==> config.mk <==
export PLATFORM = sky130hd
export DESIGN_NAME = leg_time_total_insertion_sorter_unit
export DESIGN_NICKNAME = d
export VERILOG_FILES = /design/src/hw/rtl/lttis_pkg.sv /design/src/hw/rtl/leg_time_total_insertion_sorter_unit.sv
export SDC_FILE = /design/constraint.sdc
export NUM_CORES = 2
export LEC_CHECK = 0
export BUFFER_PORTS_ARGS = -buffer_cell sky130_fd_sc_hd__buf_2
export CAP_MARGIN = 20
export CORE_ASPECT_RATIO = 0.75
export CORE_UTILIZATION = 25
export CTS_BUF_LIST = sky130_fd_sc_hd__clkbuf_8 sky130_fd_sc_hd__clkbuf_16
export CTS_CLUSTER_DIAMETER = 40
export CTS_CLUSTER_SIZE = 24
export DETAILED_ROUTE_END_ITERATION = 10
export PLACE_DENSITY = 0.45
export SKIP_LAST_GASP = 1
export SLEW_MARGIN = 15
export SYNTH_ARGS = -nofsm -noshare
export SYNTH_HDL_FRONTEND = slang
export SYNTH_SLANG_ARGS = --single-unit
==> constraint.sdc <==
create_clock -name clock -period 8 [get_ports clock]
set_clock_uncertainty 0.1 [all_clocks]
set_input_delay 0.4 -clock clock [delete_from_list [all_inputs] [get_ports clock]]
set_output_delay 0.4 -clock clock [all_outputs]
set_load 0.05 [all_outputs]
==> src/hw/rtl/lttis_pkg.sv <==
// types, constants and the leg conversion function for the leg time sorter
// no dependencies; imported by leg_time_total_insertion_sorter_unit
package lttis_pkg;

   localparam int COMPETITORS_DEFAULT = 8;

   localparam int HRS_IN_W = 5;
   localparam int MS_IN_W  = 6;
   localparam int LEG_W    = 17;
   localparam int SUM_W    = 18;
   localparam int NUM_W    = 6;
   localparam int HRS_W    = 7;
   localparam int MIN_W    = 6;
   localparam int SEC_W    = 6;
   localparam int REM_W    = 12;

   localparam int SECS_PER_HOUR = 3600;
   localparam int SECS_PER_MIN  = 60;

   localparam logic [SUM_W-1:0] SUM_MAX = '1;

   // floor(2^30 / 3600): quotient is exact or one low
   localparam int HOUR_RECIP_W = 19;
   localparam int HOUR_SHIFT   = 30;
   localparam logic [HOUR_RECIP_W-1:0] HOUR_RECIP = HOUR_RECIP_W'(298261);

   // floor(2^18 / 60): quotient is exact or one low
   localparam int MIN_RECIP_W = 13;
   localparam int MIN_SHIFT   = 18;
   localparam logic [MIN_RECIP_W-1:0] MIN_RECIP = MIN_RECIP_W'(4369);

   typedef struct packed {
      logic [NUM_W-1:0] num;
      logic [SUM_W-1:0] sum;
      logic [LEG_W-1:0] run;
      logic [LEG_W-1:0] cyc;
      logic [LEG_W-1:0] swim;
   } entry_type;

   typedef enum logic [4:0] {
      ST_IDLE  = 5'b00001,
      ST_SUM   = 5'b00010,
      ST_SHIFT = 5'b00100,
      ST_EMIT  = 5'b01000,
      ST_DRAIN = 5'b10000
   } state_type;

   function automatic logic [LEG_W-1:0] leg_seconds(
      input logic [HRS_IN_W-1:0] h,
      input logic [MS_IN_W-1:0]  m,
      input logic [MS_IN_W-1:0]  s
   );
      logic [LEG_W-1:0] hh;
      logic [LEG_W-1:0] mm;
      logic [LEG_W-1:0] ss;
      hh = LEG_W'(h);
      mm = LEG_W'(m);
      ss = LEG_W'(s);
      return hh * LEG_W'(SECS_PER_HOUR) + mm * LEG_W'(SECS_PER_MIN) + ss;
   endfunction

endpackage

==> src/hw/rtl/leg_time_total_insertion_sorter_unit.sv <==
// leg time sorter: converts three legs to seconds, stores records in a sorted
// memory by stable insertion and streams the run out in total order
// depends on lttis_pkg
//
// per item: the sum state, then one shift state per stored entry with a larger total
//    (0 .. COMPETITORS-1 of them) and the final write of the new record; each shift
//    is one memory read and one write, on separate read and write ports of the memory
// the item that completes a run then emits COMPETITORS rows, one memory read each,
//    and drains the split pipeline; each row passes rd_data_ff, e1_ff, e2_ff, e3_ff
//    and the result registers after its read, so results come one per cycle
// reset clears the state machine, arrival count and result strobes; memory holds
//    no reset value and needs no clearing pass; the receiver cannot stall
module leg_time_total_insertion_sorter_unit
   import lttis_pkg::*;
#(
   parameter int COMPETITORS = COMPETITORS_DEFAULT
) (
   input  logic                clock,
   input  logic                reset,
   input  logic                start,
   output logic                busy,
   input  logic [HRS_IN_W-1:0] req_swim_hours,
   input  logic [MS_IN_W-1:0]  req_swim_minutes,
   input  logic [MS_IN_W-1:0]  req_swim_secs,
   input  logic [HRS_IN_W-1:0] req_cycle_hours,
   input  logic [MS_IN_W-1:0]  req_cycle_minutes,
   input  logic [MS_IN_W-1:0]  req_cycle_secs,
   input  logic [HRS_IN_W-1:0] req_run_hours,
   input  logic [MS_IN_W-1:0]  req_run_minutes,
   input  logic [MS_IN_W-1:0]  req_run_secs,
   output logic                rsp_valid,
   output logic [NUM_W-1:0]    rsp_entrant_number,
   output logic [LEG_W-1:0]    rsp_swim_total_secs,
   output logic [LEG_W-1:0]    rsp_cycle_total_secs,
   output logic [LEG_W-1:0]    rsp_run_total_secs,
   output logic [SUM_W-1:0]    rsp_sum_secs,
   output logic [HRS_W-1:0]    rsp_sum_hours,
   output logic [MIN_W-1:0]    rsp_sum_minutes,
   output logic [SEC_W-1:0]    rsp_sum_rem_secs,
   output logic                rsp_last_one
);

   localparam int IDX_W = $clog2(COMPETITORS);
   localparam logic [IDX_W-1:0] LAST_IDX = IDX_W'(COMPETITORS - 1);

   // record memory, kept in ascending total order
   entry_type mem [COMPETITORS];
   entry_type rd_data_ff;

   logic             wr_en;
   logic [IDX_W-1:0] wr_addr;
   entry_type        wr_data;
   logic             rd_en;
   logic [IDX_W-1:0] rd_addr;

   state_type        state_ff, state_in;
   logic [IDX_W-1:0] count_ff, count_in;
   logic [IDX_W-1:0] pos_ff, pos_in;
   logic [IDX_W-1:0] emit_addr_ff, emit_addr_in;
   entry_type        new_ff, new_in;

   logic             accept;
   logic [IDX_W-1:0] pos_dec;
   logic [SUM_W:0]   raw_sum;

   // split pipeline
   logic                v0_ff, last0_ff;
   logic                v1_ff, last1_ff;
   entry_type           e1_ff;
   logic [HRS_W-1:0]    q1_ff;
   logic                v2_ff, last2_ff;
   entry_type           e2_ff;
   logic [HRS_W-1:0]    hrs2_ff;
   logic [REM_W-1:0]    rem2_ff;
   logic                v3_ff, last3_ff;
   entry_type           e3_ff;
   logic [HRS_W-1:0]    hrs3_ff;
   logic [REM_W-1:0]    rem3_ff;
   logic [MIN_W-1:0]    q3_ff;

   logic [SUM_W+HOUR_RECIP_W-1:0] hour_prod;
   logic [SUM_W-1:0]              hour_back;
   logic [SUM_W-1:0]              hour_rem;
   logic [REM_W+MIN_RECIP_W-1:0]  min_prod;
   logic [REM_W-1:0]              min_back;
   logic [REM_W-1:0]              min_rem;

   logic                rsp_valid_ff;
   logic                rsp_last_ff;
   entry_type           rsp_entry_ff;
   logic [HRS_W-1:0]    rsp_hrs_ff;
   logic [MIN_W-1:0]    rsp_min_ff;
   logic [SEC_W-1:0]    rsp_sec_ff;

   assign busy    = (state_ff != ST_IDLE);
   assign accept  = start && !busy;
   assign pos_dec = pos_ff - 1'b1;
   assign raw_sum = (SUM_W+1)'(new_ff.swim) + (SUM_W+1)'(new_ff.cyc)
                  + (SUM_W+1)'(new_ff.run);

   always_comb begin
      state_in     = state_ff;
      count_in     = count_ff;
      pos_in       = pos_ff;
      emit_addr_in = emit_addr_ff;
      new_in       = new_ff;
      wr_en        = 1'b0;
      wr_addr      = pos_ff;
      wr_data      = new_ff;
      rd_en        = 1'b0;
      rd_addr      = pos_dec;
      unique case (state_ff)
         ST_IDLE: begin
            if (start) begin
               new_in.swim = leg_seconds(req_swim_hours, req_swim_minutes, req_swim_secs);
               new_in.cyc  = leg_seconds(req_cycle_hours, req_cycle_minutes, req_cycle_secs);
               new_in.run  = leg_seconds(req_run_hours, req_run_minutes, req_run_secs);
               new_in.num  = NUM_W'(count_ff);
               pos_in      = count_ff;
               state_in    = ST_SUM;
            end
         end
         ST_SUM: begin
            new_in.sum = raw_sum[SUM_W] ? SUM_MAX : raw_sum[SUM_W-1:0];
            // fetch the neighbor below the insertion point
            rd_en      = (pos_ff != '0);
            rd_addr    = pos_dec;
            state_in   = ST_SHIFT;
         end
         ST_SHIFT: begin
            wr_en = 1'b1;
            if (pos_ff != '0 && rd_data_ff.sum > new_ff.sum) begin
               // move the larger entry up one slot, keep walking down
               wr_addr = pos_ff;
               wr_data = rd_data_ff;
               pos_in  = pos_dec;
               rd_en   = (pos_dec != '0);
               rd_addr = pos_dec - 1'b1;
            end else begin
               wr_addr = pos_ff;
               wr_data = new_ff;
               if (count_ff == LAST_IDX) begin
                  count_in     = '0;
                  emit_addr_in = '0;
                  state_in     = ST_EMIT;
               end else begin
                  count_in = count_ff + 1'b1;
                  state_in = ST_IDLE;
               end
            end
         end
         ST_EMIT: begin
            rd_en        = 1'b1;
            rd_addr      = emit_addr_ff;
            emit_addr_in = emit_addr_ff + 1'b1;
            if (emit_addr_ff == LAST_IDX) begin
               state_in = ST_DRAIN;
            end
         end
         ST_DRAIN: begin
            if (v3_ff && last3_ff) begin
               state_in = ST_IDLE;
            end
         end
         default: begin
            state_in = ST_IDLE;
         end
      endcase
   end

   always_ff @(posedge clock) begin
      if (reset) begin
         state_ff     <= ST_IDLE;
         count_ff     <= '0;
         pos_ff       <= '0;
         emit_addr_ff <= '0;
      end else begin
         state_ff     <= state_in;
         count_ff     <= count_in;
         pos_ff       <= pos_in;
         emit_addr_ff <= emit_addr_in;
      end
   end

   always_ff @(posedge clock) begin
      new_ff <= new_in;
   end

   always_ff @(posedge clock) begin
      if (wr_en) begin
         mem[wr_addr] <= wr_data;
      end
      if (rd_en) begin
         rd_data_ff <= mem[rd_addr];
      end
   end

   // hours by reciprocal, corrected once
   assign hour_prod = (SUM_W+HOUR_RECIP_W)'(rd_data_ff.sum)
                    * (SUM_W+HOUR_RECIP_W)'(HOUR_RECIP);
   assign hour_back = SUM_W'(q1_ff) * SUM_W'(SECS_PER_HOUR);
   assign hour_rem  = e1_ff.sum - hour_back;
   // minutes by reciprocal, corrected once
   assign min_prod  = (REM_W+MIN_RECIP_W)'(rem2_ff) * (REM_W+MIN_RECIP_W)'(MIN_RECIP);
   assign min_back  = REM_W'(q3_ff) * REM_W'(SECS_PER_MIN);
   assign min_rem   = rem3_ff - min_back;

   always_ff @(posedge clock) begin
      if (reset) begin
         v0_ff        <= 1'b0;
         v1_ff        <= 1'b0;
         v2_ff        <= 1'b0;
         v3_ff        <= 1'b0;
         rsp_valid_ff <= 1'b0;
      end else begin
         v0_ff        <= (state_ff == ST_EMIT);
         v1_ff        <= v0_ff;
         v2_ff        <= v1_ff;
         v3_ff        <= v2_ff;
         rsp_valid_ff <= v3_ff;
      end
   end

   always_ff @(posedge clock) begin
      last0_ff <= (emit_addr_ff == LAST_IDX);

      last1_ff <= last0_ff;
      e1_ff    <= rd_data_ff;
      q1_ff    <= hour_prod[HOUR_SHIFT +: HRS_W];

      last2_ff <= last1_ff;
      e2_ff    <= e1_ff;
      if (hour_rem >= SUM_W'(SECS_PER_HOUR)) begin
         hrs2_ff <= q1_ff + 1'b1;
         rem2_ff <= REM_W'(hour_rem - SUM_W'(SECS_PER_HOUR));
      end else begin
         hrs2_ff <= q1_ff;
         rem2_ff <= REM_W'(hour_rem);
      end

      last3_ff <= last2_ff;
      e3_ff    <= e2_ff;
      hrs3_ff  <= hrs2_ff;
      rem3_ff  <= rem2_ff;
      q3_ff    <= min_prod[MIN_SHIFT +: MIN_W];

      rsp_last_ff  <= last3_ff;
      rsp_entry_ff <= e3_ff;
      rsp_hrs_ff   <= hrs3_ff;
      if (min_rem >= REM_W'(SECS_PER_MIN)) begin
         rsp_min_ff <= q3_ff + 1'b1;
         rsp_sec_ff <= SEC_W'(min_rem - REM_W'(SECS_PER_MIN));
      end else begin
         rsp_min_ff <= q3_ff;
         rsp_sec_ff <= SEC_W'(min_rem);
      end
   end

   assign rsp_valid            = rsp_valid_ff;
   assign rsp_entrant_number   = rsp_entry_ff.num;
   assign rsp_swim_total_secs  = rsp_entry_ff.swim;
   assign rsp_cycle_total_secs = rsp_entry_ff.cyc;
   assign rsp_run_total_secs   = rsp_entry_ff.run;
   assign rsp_sum_secs         = rsp_entry_ff.sum;
   assign rsp_sum_hours        = rsp_hrs_ff;
   assign rsp_sum_minutes      = rsp_min_ff;
   assign rsp_sum_rem_secs     = rsp_sec_ff;
   assign rsp_last_one         = rsp_valid_ff && rsp_last_ff;

`ifndef SYNTHESIS
   // a sorted run streams out without gaps
   a_run_contiguous: assert property (@(posedge clock) disable iff (reset)
      rsp_valid_ff && !rsp_last_ff |=> rsp_valid_ff)
      else $error("gap inside a sorted run");

   a_run_ends: assert property (@(posedge clock) disable iff (reset)
      rsp_valid_ff && rsp_last_ff |=> !rsp_valid_ff)
      else $error("result after the last of a run");

   a_insert_bound: assert property (@(posedge clock) disable iff (reset)
      state_ff == ST_SHIFT |-> pos_ff <= count_ff)
      else $error("insertion point beyond stored entries");

   a_transfer_busy: assert property (@(posedge clock) disable iff (reset)
      accept |=> busy && count_ff == $past(count_ff))
      else $error("accepted item did not start an insertion");
`endif

endmodule

==> impl_metrics.py <==
metrics = {
    "finish": {
        "final_common_cell": "edfxtp_1",
        "final_cell_mix": "edfxtp_1 (747), nand2_1 (515), ha_1 (456)",
        "multi_input_comb_area_um2": 18870,
        "nets": 4781,
        "n_fill_cell": 20200,
        "layout-drive-gt1-share_pct": 13.52,
        "syn_to_final_growth_pct": 19.82,
        "fin_area_um2": 60900,
        "final-seq-area_um2": 30120,
    },
    "yosys": {
        "synth_top_area_share_pct": 44.14,
        "synth-adder-area-share_pct": 17.57,
        "synth_edf_count": 747,
        "yosysUniqueCellTypes": 71,
        "synth_compound_area_share_pct": 5.633,
        "async_flop_share_pct": 0,
        "ys_warn_count": 0,
        "ys_seq_elements": 1131,
        "synth.cell_area_um2": 50820,
        "synth-seq-area-share_pct": 59.26,
        "synth_xor_xnor_area_share_pct": 2.395,
        "synth_top_family_by_area": "adder cells",
        "synthMuxAreaShare_pct": 2.969,
        "syn_inst": 3849,
        "syn_nets": 4520,
        "synth_simple_gate_area_share_pct": 8.351,
        "synth_area_leaders": "edfxtp_1 (44%), dfxtp_1 (15%), ha_1 (11%)",
        "synth.avg_cell_area_um2": 13.20,
        "yosysTopAreaCell": "edfxtp_1",
        "synthFlopType": "edfxtp_1",
    },
    "sta": {
        "finalHoldViolCount": 0,
        "fin_hold_ws_ns": 0.04438,
        "drv_slew": 0,
        "slew_headroom_pct": 27.06,
        "finalCritPeriodShare_pct": 74.82,
        "max_freq_ghz": 0.1671,
        "setup_viol": 0,
        "fin_crit_ns": 5.986,
        "rsz0062_at_grt": "no",
        "tightest_slew_ns": 1.094,
        "setup_tns_ns": 0,
    },
    "clock_tree": {
        "numCtsBuffers": 164,
        "htree_levels": 4,
        "clock_sinks": 1131,
        "cts_setup_buffers": 0,
        "cts.path.max_buffers": 3,
        "hold_buffers": 19,
        "root_buffer": "clkbuf_16",
        "cts_tree": "done",
        "clk_latency_ns": 0.80,
        "path_clk_slew_ns": 0.05,
        "cts_resized": 0,
    },
    "run_status": {
        "status": "finished clean",
    },
    "global_route": {
        "grt_pass1_vias": 29520,
        "grt_use_total_pct": 12.62,
        "gr-total-overflow": 0,
        "grt_first_pass_wirelength_mm": 192.1,
        "grt_max_degree": 110,
        "antenna_found_initial": 14,
    },
    "place": {
        "gp_congestion": 0.7638,
        "io_buffers": 150,
        "dpl.hpwl_mm": 82.67,
        "place_area_um2": 54790,
    },
    "route": {
        "avgRoutedWirePerCell_um": 18.72,
        "drtPass1Iterations": 5,
        "vias": 29700,
        "drcViolationCount": 0,
        "drt_iter0_drc": 1848,
        "wl_mm": 129.5,
        "vias_per_cell": 4.292,
        "postRouteAntennaNets": 0,
    },
    "floorplanning": {
        "start_util_pct": 25.31,
        "die_h_um": 392.5,
        "core-area_um2": 200800,
        "num_rows": 142,
        "fp.dieW_um": 522.6,
        "io_pins": 151,
        "die-area_um2": 205100,
    },
    "flow_run": {
        "drv_cap": 0,
    },
    "pwr": {
        "peakVddDrop_mv": 0.2681,
        "powerDensity_nw_per_um2": 309.4,
        "p_leak_nw": 24.37,
    },
    "critical_path": {
        "cp.arrival_ns": 6.53,
        "cp-start-kind": "register",
        "cp_data_required_time_ns": 8.55,
        "critical_path_class": "reg -> reg",
        "path_max_fanout": 11,
        "r2r_slack_ns": 2.01,
        "end_kind": "register",
    },
    "hold_path": {
        "min_path_type": "in -> reg",
    },
}
[where the power goes]
group	switching, mW	internal (mW)
registers	0.307	6.79
clock network	3.11	4.43
logic	2.50	1.71
total	5.92	12.9
[synthesized netlist by cell type (59+ instances only)]
master,number
a21oi_1,103
xnor2_1,94
a32oi_1,75
edfxtp_1,747
mux2_2,61
and3_1,88
nor2_1,59
fa_1,161
inv_1,363
dfxtp_1,384
buf_2,63
mux2i_1,81
nand3_1,175
ha_1,456
nand2_1,515
[layer usage]
| layer | vias to the layer above | share of wire (%) | GRT usage, % | wire length (um) |
|---|---|---|---|---|
| met5 | - | 0.0077 | 0 | 10 |
| met4 | 2 | 2.2 | 3.663 | 2805 |
| met3 | 187 | 5.1 | 2.646 | 6597 |
| met2 | 615 | 44 | 19.11 | 56430 |
| met1 | 14690 | 49 | 17.99 | 63700 |
| li1 | 14200 | - | - | - |
[final timing paths]
check / cells past startpoint / start / to
setup / recovery: 18 / rd_data_ff[58]$_DFFE_PP_ / q1_ff[6]$_DFF_P_
hold / removal: 3 / req_run_minutes[0] / new_ff[37]$_DFFE_PP_
setup reg to reg: 18 / rd_data_ff[58]$_DFFE_PP_ / q1_ff[6]$_DFF_P_
hold reg to reg: 0 / e2_ff[61]$_DFF_P_ / e3_ff[61]$_DFF_P_
[worst max-delay path, cell delays in order, from the launching register on]
cell	delay, ns
edfxtp_1	0.71
inv_1	0.12
ha_1	0.34
fa_1	0.49
fa_1	0.53
inv_1	0.05
fa_1	0.47
inv_1	0.06
fa_1	0.50
fa_1	0.54
inv_1	0.04
ha_1	0.32
a41oi_1	0.18
o21ai_0	0.17
o211ai_1	0.28
a21oi_1	0.14
a2111oi_2	0.48
o21bai_1	0.16
xor2_1	0.16
[stage by stage]
step | setup WS, ns | power [mW] | cells | utilization [%]
2_1_floorplan | 0.7180 | 10.17 | 3849 | -
3_3_place_gp | 2.066 | 11.39 | 6588 | 27.29
3_5_place_dp | 2.025 | 11.42 | 6588 | 27.29
4_1_cts | 1.972 | 19.10 | 6916 | 30.33
5_1_grt | 1.582 | 19.84 | 6917 | 30.33
6_report | 2.014 | 18.84 | 6919 | 30.33
[flip-flops by register name (all words and copies together) (netlist names), 12 cells and up]
name	flops
mem	600
e1_ff	75
rd_data_ff	75
new_ff	72
e2_ff	71
e3_ff	71
rsp_cycle_total_secs	17
rsp_run_total_secs	17
rsp_swim_total_secs	17
rsp_sum_secs	16
rem2_ff	12
rem3_ff	12
[area by class of cell]
type / count / share of cell area [%]
Sequential cell: 1131 / 49.46
Multi-Input combinational cell: 2245 / 30.99
Clock buffer: 171 / 7.008
Tap cell: 2664 / 5.474
Clock inverter: 138 / 2.692
Inverter: 363 / 2.238
Timing Repair Buffer: 205 / 2.133
Antenna cell: 2 / 0.008219
[logic make-up (layout without fill, tap and decap cells)]
kind of cell | Yosys count | in the layout
mux | 143 | 143
flops | 1131 | 1131
fa+ha+maj | 617 | 617
xor+xnor | 139 | 139
other cells | 0 | 2
simple gates | 940 | 940
compound gates | 406 | 406
buf+inv | 473 | 877
(Power assumes the default switching activity.)
